<file path="src/rtl/core/hsk_pkg.sv">
// Package for the keyed-record heapsort block: record layout, command and
// status structures shared by the controller, the datapath and the top level.
// Depends on nothing.
package hsk_pkg;

  localparam int unsigned DefCapacity = 64;
  localparam int unsigned KeyW        = 64;
  localparam int unsigned PartW       = 16;

  typedef struct packed {
    logic [KeyW-1:0]  key;
    logic [PartW-1:0] first;
    logic [PartW-1:0] second;
  } rec_t;

  // Commands from the controller to the datapath; several may be set together.
  typedef struct packed {
    logic store;
    logic build_init;
    logic ld_build;
    logic hold_build;
    logic build_dec;
    logic sort_init;
    logic ld_sort;
    logic swap;
    logic sort_dec;
    logic sift_rd;
    logic sift_cmp;
    logic out_ld;
    logic out_next;
    logic clear_set;
  } cmd_t;

  typedef struct packed {
    logic lt2;
    logic pos_zero;
    logic pos_one;
    logic child_gt_end;
    logic sift_stop;
    logic out_last;
  } sts_t;

endpackage

</file>
<file path="src/rtl/core/hsk_ctrl.sv">
// Controller of the keyed-record heapsort: a one-hot state machine that
// sequences collection, heap build, sort-down and output.
// Depends on hsk_pkg.
module hsk_ctrl (
  input  logic          clk_i,
  input  logic          rst_ni,
  input  logic          in_valid_i,
  input  logic          last_item_i,
  input  logic          out_stall_i,
  input  hsk_pkg::sts_t sts_i,
  output hsk_pkg::cmd_t cmd_o,
  output logic          in_stall_o,
  output logic          out_valid_o
);
  import hsk_pkg::*;

  typedef enum logic [9:0] {
    S_COLLECT  = 10'b0000000001,
    S_START    = 10'b0000000010,
    S_BLD_LD   = 10'b0000000100,
    S_BLD_HOLD = 10'b0000001000,
    S_SRT_LD   = 10'b0000010000,
    S_SRT_SWAP = 10'b0000100000,
    S_SIFT_RD  = 10'b0001000000,
    S_SIFT_CMP = 10'b0010000000,
    S_OUT_LD   = 10'b0100000000,
    S_OUT      = 10'b1000000000
  } state_e;

  state_e state_q, state_d;
  logic   sorting_q, sorting_d;
  logic   sift_done;
  state_e after_sift;

  assign in_stall_o  = (state_q != S_COLLECT);
  assign out_valid_o = (state_q == S_OUT);

  always_comb begin
    cmd_o      = '0;
    state_d    = state_q;
    sorting_d  = sorting_q;
    sift_done  = 1'b0;
    after_sift = S_SRT_LD;

    case (state_q)
      S_COLLECT: begin
        if (in_valid_i) begin
          cmd_o.store = 1'b1;
          if (last_item_i) begin
            state_d = S_START;
          end
        end
      end
      S_START: begin
        if (sts_i.lt2) begin
          state_d = S_OUT_LD;
        end else begin
          cmd_o.build_init = 1'b1;
          state_d          = S_BLD_LD;
        end
      end
      S_BLD_LD: begin
        cmd_o.ld_build = 1'b1;
        state_d        = S_BLD_HOLD;
      end
      S_BLD_HOLD: begin
        cmd_o.hold_build = 1'b1;
        sorting_d        = 1'b0;
        state_d          = S_SIFT_RD;
      end
      S_SRT_LD: begin
        cmd_o.ld_sort = 1'b1;
        state_d       = S_SRT_SWAP;
      end
      S_SRT_SWAP: begin
        cmd_o.swap = 1'b1;
        sorting_d  = 1'b1;
        state_d    = S_SIFT_RD;
      end
      S_SIFT_RD: begin
        cmd_o.sift_rd = 1'b1;
        if (sts_i.child_gt_end) begin
          sift_done = 1'b1;
        end else begin
          state_d = S_SIFT_CMP;
        end
      end
      S_SIFT_CMP: begin
        cmd_o.sift_cmp = 1'b1;
        if (sts_i.sift_stop) begin
          sift_done = 1'b1;
        end else begin
          state_d = S_SIFT_RD;
        end
      end
      S_OUT_LD: begin
        cmd_o.out_ld = 1'b1;
        state_d      = S_OUT;
      end
      S_OUT: begin
        if (!out_stall_i) begin
          cmd_o.out_next = 1'b1;
          if (sts_i.out_last) begin
            cmd_o.clear_set = 1'b1;
            state_d         = S_COLLECT;
          end
        end
      end
      default: begin
        state_d = S_COLLECT;
      end
    endcase

    // Once a sift-down has placed its held record, pick the next heap step.
    if (sift_done) begin
      if (!sorting_q) begin
        if (sts_i.pos_zero) begin
          cmd_o.sort_init = 1'b1;
          after_sift      = S_SRT_LD;
        end else begin
          cmd_o.build_dec = 1'b1;
          after_sift      = S_BLD_LD;
        end
      end else begin
        if (sts_i.pos_one) begin
          after_sift = S_OUT_LD;
        end else begin
          cmd_o.sort_dec = 1'b1;
          after_sift     = S_SRT_LD;
        end
      end
      state_d = after_sift;
    end
  end

  always_ff @(posedge clk_i or negedge rst_ni) begin
    if (!rst_ni) begin
      state_q   <= S_COLLECT;
      sorting_q <= 1'b0;
    end else begin
      state_q   <= state_d;
      sorting_q <= sorting_d;
    end
  end

endmodule

</file>
<file path="config.mk">
export PLATFORM = sky130hd
export DESIGN_NAME = hsk_ctrl
export DESIGN_NICKNAME = d
export VERILOG_FILES = /design/src/rtl/core/hsk_pkg.sv /design/src/rtl/core/hsk_ctrl.sv
export SDC_FILE = /design/constraint.sdc
export NUM_CORES = 1
export LEC_CHECK = 0
export BUFFER_PORTS_ARGS = -buffer_cell sky130_fd_sc_hd__buf_2
export CAP_MARGIN = 5
export CORE_MARGIN = 1
export CORE_UTILIZATION = 48
export CTS_CLUSTER_SIZE = 16
export DETAILED_ROUTE_END_ITERATION = 7
export PLACE_DENSITY = 0.76
export SYNTH_ARGS = -nofsm -noshare
export SYNTH_HDL_FRONTEND = slang
export SYNTH_SLANG_ARGS = --single-unit
</file>
<file path="constraint.sdc">
create_clock -name clk_i -period 1.95 [get_ports clk_i]
set_input_delay 0.39 -clock clk_i [delete_from_list [all_inputs] [get_ports clk_i]]
set_output_delay 0.39 -clock clk_i [all_outputs]
set_load 0.01 [all_outputs]
</file>
==> results of run 1 <==
[critical path, cell delays in order (launching register included)]
cell and delay [ns]:
dfrtp_1 0.39, or4_4 0.59, nor3_4 0.14, nand4b_1 0.22
nor2_1 0.15, buf_2 0.15
[per-stage QoR]
stage	TNS [ns]	setup WS [ns]
after floorplan	-0.0218	-0.0218
after global placement	0	0.0399
after detailed placement	-0.0487	-0.0263
after CTS	-2.73	-0.262
after global routing	-4.43	-0.397
final	-3.23	-0.351
[cell type report]
class / count / area [um2] / area share (%)
multi-input combinational: 75 / 564 / 45.5
timing repair buffer: 53 / 339 / 27.3
sequential: 11 / 277 / 22.3
clock buffer: 4 / 26.3 / 2.12
tap: 16 / 20.0 / 1.61
inverter: 4 / 15.0 / 1.21
[flip-flops by register name, indices dropped and copies added (netlist names)]
signal     count
sorting_q      1
state_q       10
[worst max-delay path by stage]
stage / from / to / slack, ns
after global placement: state_q[5] / cmd_o[0] / 0.04
final: state_q[7] / cmd_o[1] / -0.35
after floorplan: state_q[5] / cmd_o[13] / -0.02
after detailed placement: state_q[5] / cmd_o[0] / -0.03
after global routing: state_q[7] / cmd_o[1] / -0.40
after CTS: state_q[7] / cmd_o[1] / -0.26
[power groups by stage]
stage / sequential (uW) / combinational [uW] / clock (uW)
2_1_floorplan: 268 / 208 / 0
3_3_place_gp: 268 / 326 / 0
3_5_place_dp: 270 / 344 / 0
4_1_cts: 267 / 416 / 167
5_1_grt: 270 / 491 / 177
6_report: 267 / 454 / 161
[cell usage in the layout, fill, tap and decap left out, types with 2 or more instances in the layout]
master    count
nor3_2        3
buf_4        25
nand3b_1      4
nor2b_1       3
and3_1        6
o21ai_0       3
nand2_1       3
clkbuf_4      3
inv_1         4
nor4_4        2
nor2_1       13
dfrtp_1      10
nand4b_1      3
nor3_4        2
buf_2        26
a21oi_1       4
nor2_2        2
xor2_1        3
nor4_2        2
nor3b_1       2
nand3_1       2
[kinds of logic after synthesis]
group	share of synthesized area (%)
flops	34.2
compound gates	13.1
xor+xnor	3.25
simple gates	42.0
buf+inv	7.42
[cell usage after synthesis]
master,instances,area share [%]
buf_2,2,1.2
o41ai_1,1,1.1
xor2_1,3,3.2
nand4b_1,3,3.2
and4_1,1,1.1
nand2_1,4,1.9
buf_6,1,1.4
o32ai_1,1,1.1
or4_4,1,1.4
nor2_1,15,7.0
nor4_4,1,2.6
o22ai_2,1,1.5
dfrtp_1,10,31
nor2b_1,3,2.3
o21bai_1,1,0.93
or3_1,1,0.77
dfstp_2,1,3.2
inv_1,4,1.9
nand2b_1,1,0.77
o21ai_0,3,1.9
buf_4,1,0.93
a21o_1,1,0.93
clkbuf_1,3,1.4
nand3b_1,4,3.7
nand3_1,2,1.2
and4b_1,1,1.2
and3_1,7,5.4
o2111ai_1,1,1.1
or2_2,1,0.77
nor4_1,3,2.3
clkbuf_2,1,0.62
nor3_1,6,3.7
a21boi_0,1,0.93
o211a_1,1,1.2
and2_1,1,0.77
a21oi_1,4,2.5
nor3b_1,2,1.9
[layer usage]
layer  vias to the layer above  part of all wire, %
met4                         0                  1.8
met3                         5                  4.9
met2                        42                   55
met5                         -                    0
li1                        449                    -
met1                       457                   38
[what timing repair did]
action	in CTS	in global routing
pin swaps	7	6
endpoints found under the setup margin	16	16
resized for setup	16	5
hold buffers	1	0
buffers inserted	8	3
endpoints found under the hold margin	10	0
==> impl_metrics.json, run 1 <==
{
  "outcome": "complete, but fails checks",
  "violations": "setup timing",
  "p_comb_share_pct": 51.5,
  "seq_power_share_pct": 30.3,
  "r2r_start": "state_q[5]",
  "placed_area_um2": 1040,
  "synth_nets": 109,
  "die_area_um2": 1850,
  "start_util_pct": 52.5,
  "cts.sinks": 11,
  "drt_wl_total_um": 2560,
  "p_per_area_nw_per_um2": 711,
  "numCtsBuffers": 3,
  "hpwl_um": 1720,
  "layout.cells.non_filler": 163,
  "postSynthCellCount": 98,
  "placedCellCount": 148,
  "diodes": 0,
  "avgSynthCellArea_um2": 8.26,
  "netlist_area_um2": 810,
  "report.final.slew_viol_count": 0,
  "critPathKind": "register to output pin",
  "final_area_um2": 1240,
  "finalCoreUtilization_pct": 80.5,
  "hold_viol": 0,
  "fmax_ghz": 0.435,
  "vias": 953,
  "met3_usage_pct": 5.11,
  "pin_count": 27,
  "yosysWarnings": 0,
  "coreArea_um2": 1540,
  "wl_per_cell_um": 15.7,
  "pwr-share-clk_pct": 18.2,
  "r2r_end": "state_q[0]",
  "grt_usage_pct": 31.2,
  "grt.busiest_layer": "met2",
  "cp.required_ns": 1.56,
  "nets": 159,
  "fp.dieH_um": 43.1,
  "use_met1_pct": 36.3,
  "vias_per_cell": 5.85,
  "min-delay-start": "sts_i[5]",
  "rr_worst_depth": 8,
  "r2r_slack_ns": 0.23,
  "arrival_ns": 1.91,
  "vdd.ir_drop.worst_uv": 672,
  "critPathCaptureType": "output pin",
  "area_growth_pct": 53.3,
  "cts_root_buf": "clkbuf_4",
  "drc": 0,
  "clockBufferDepth": 2,
  "grt_max_degree": 13,
  "worstSkewPairLatency_ns": 0.28,
  "fp.dieW_um": 43.1,
  "use_met2_pct": 54.2,
  "n_fill_cell": 102,
  "grt_pass1_wl_um": 4150,
  "drtIter0Drc": 56,
  "setup_ws_ns": -0.351,
  "place_congestion": 0.790,
  "fin_worst_skew_ns": 0.00956,
  "relSlewSlack_pct": 75.1,
  "h-tree-depth": 1,
  "ant_nets": 0,
  "ys_seq_elements": 11,
  "ys_types": 37,
  "finalPower_uw": 882,
  "antenna_found_initial": 0,
  "period_share_pct": 118,
  "drive_gt1_share_pct": 51.0,
  "grt-ovfl-total": 0,
  "tightest_slew_ns": 0.369,
  "p_int_uw": 555,
  "drt-pass1-iter-count": 4,
  "worstHoldEndpoint": "state_q[2]",
  "cts_tree": "yes",
  "period_minus_slack_ns": 2.30,
  "setup_viol": 15,
  "hold_path_depth": 2,
  "leakage_uw": 0.000675,
  "synth_seq_area_share_pct": 34.2,
  "p_sw_share_pct": 37.1,
  "hold_path_class": "input pin to register",
  "hold_slack_ns": 0.332,
  "drv_cap": 0,
  "netSwitchingPower_uw": 327,
  "rsz0062_at_grt": "true",
  "num_rows": 14,
  "numPortBuffers": 26,
  "grt_pass1_vias": 940,
  "crit_fanout": 4,
  "clkSlewWorstSetupHoldPaths_ns": 0.06,
  "start_kind": "register"
}
No activity file was read; power rests on OpenSTA's default activity.
==> inputs of run 2 (changes only) <==
CORE_UTILIZATION = 23   (was 48)
PLACE_DENSITY = 0.42   (was 0.76)
==> impl_metrics.json, run 2 (synthesis results as in run 1) <==
{
  "relSlewSlack_pct": 74.5,
  "largest_reg_flops": 10,
  "top_regs": "state_q x10, sorting_q x1",
  "final_cell_mix": "26 x buf_2, 24 x buf_4, 12 x nor2_1, 10 x dfrtp_1, 6 x and3_1",
  "crit_fanout": 3,
  "ant_nets": 0,
  "drt_wl_total_um": 2450,
  "hold_viol": 0,
  "cts.sinks": 11,
  "report.final.slew_viol_count": 0,
  "fin_worst_skew_ns": 0.0106,
  "hold_path_depth": 2,
  "period_share_pct": 116,
  "diodes": 0,
  "rsz0062_at_grt": "true",
  "fin_setup_tns_ns": -3.21,
  "period_minus_slack_ns": 2.26,
  "cts_tree": "yes",
  "drv_cap": 0,
  "violations": "setup timing",
  "fmax_ghz": 0.442,
  "setup_viol": 16,
  "hpwl_um": 1830,
  "start_kind": "register",
  "fp.dieW_um": 61.3,
  "r2r_end": "state_q[1]",
  "hold_slack_ns": 0.330,
  "numPortBuffers": 26,
  "coreArea_um2": 3360,
  "grt_max_degree": 13,
  "vias": 922,
  "placed_area_um2": 1090,
  "cp-startpoint": "state_q[7]",
  "layout.cells.non_filler": 193,
  "arrival_ns": 1.87,
  "hold_path_class": "input pin to register",
  "top_register": "state_q",
  "cp.required_ns": 1.56,
  "die_area_um2": 3760,
  "r2r_start": "state_q[7]",
  "mostFrequentLayoutCell": "buf_2",
  "r2r_slack_ns": 0.15,
  "rr_worst_depth": 6,
  "grt_usage_pct": 14.3,
  "pin_count": 27,
  "h-tree-depth": 1,
  "drtIter0Drc": 37,
  "vias_per_cell": 4.78,
  "clkSlewWorstSetupHoldPaths_ns": 0.08,
  "placedCellCount": 180,
  "fp.dieH_um": 61.3,
  "final_area_um2": 1270,
  "outcome": "complete, but fails checks",
  "critPathKind": "register to output pin",
  "multi_input_area_um2": 546,
  "pre_cts_ws_ns": -0.0136,
  "start_util_pct": 24.1,
  "antenna_found_initial": 0,
  "grt-ovfl-total": 0,
  "drt-pass1-iter-count": 4,
  "wl_per_cell_um": 12.7,
  "crit_end": "cmd_o[13]",
  "worstSkewPairLatency_ns": 0.28,
  "numCtsBuffers": 3,
  "area_growth_pct": 56.6,
  "place_congestion": 0.845,
  "n_fill_cell": 373,
  "vdd.ir_drop.worst_uv": 422,
  "tightest_slew_ns": 0.380,
  "drive_gt1_share_pct": 50.3,
  "nets": 159,
  "setup_ws_ns": -0.312,
  "register_area_um2": 277,
  "grt_pass1_vias": 839,
  "drc": 0,
  "p_per_area_nw_per_um2": 719,
  "num_rows": 21,
  "grt_pass1_wl_um": 3830,
  "cts_root_buf": "clkbuf_4",
  "leakage_uw": 0.000666,
  "clockBufferDepth": 2,
  "critPathCaptureType": "output pin"
}
[run 2: cell counts in the layout (fill, tap and decap cells not counted)]
No cell type changed its count.
[run 2: timing repair]
action | 4_1_cts | 5_1_grt
hold buffers | 1 | 0
pin swaps | 4 | 8
gates resized for setup | 10 | 12
buffers inserted | 8 | 3
endpoints found under the hold margin | 5 | 0
setup endpoints to repair | 16 | 17
[run 2: where the power goes]
group / total (uW) / switching (uW) / internal (uW)
sequential: 268 / 13.1 / 254
combinational: 484 / 231 / 254
clock: 159 / 79.6 / 79.4
total: 911 / 323 / 588
[run 2: layout make-up]
| class | instances | share of cell area, % |
|---|---|---|
| Clock buffer | 4 | 2.07 |
| Timing Repair Buffer | 53 | 27.3 |
| Sequential cell | 11 | 21.8 |
| Multi-Input combinational cell | 75 | 43.0 |
| Inverter | 4 | 1.18 |
| Tap cell | 46 | 4.54 |
[run 2: worst min path at each step]
| stage | startpoint | endpoint | slack [ns] |
|---|---|---|---|
| 3_5_place_dp | rst_ni | state_q[6] | 0.29 |
| 4_1_cts | sts_i[5] | state_q[2] | 0.33 |
| 2_1_floorplan | rst_ni | sorting_q | 0.09 |
| 6_report | sts_i[5] | state_q[2] | 0.33 |
| 5_1_grt | sts_i[5] | state_q[2] | 0.32 |
| 3_3_place_gp | rst_ni | state_q[7] | 0.29 |
[run 2: layer usage]
metal  up-vias  routed length (um)  part of all wire (%)  GRT usage (%)
li1        451                   -                     -              -
met1       449                1080                    44           17.0
met2        18                1270                    52           24.4
met3         4                  66                   2.7           3.78
met4         0                  34                   1.4           6.17
met5         -                   0                     0              0
[run 2: worst max-delay path, stage by stage (launching register included)]
cell      delay, ns
dfrtp_1        0.40
or4_4          0.58
nor4_4         0.22
nand3b_1       0.17
nor2_2         0.10
buf_2          0.13
[run 2: through the flow]
step / util (%) / power [uW]
2_1_floorplan: - / 476
3_3_place_gp: 32.4 / 641
3_5_place_dp: 32.4 / 641
4_1_cts: 36.6 / 984
5_1_grt: 37.7 / 986
6_report: 37.7 / 911
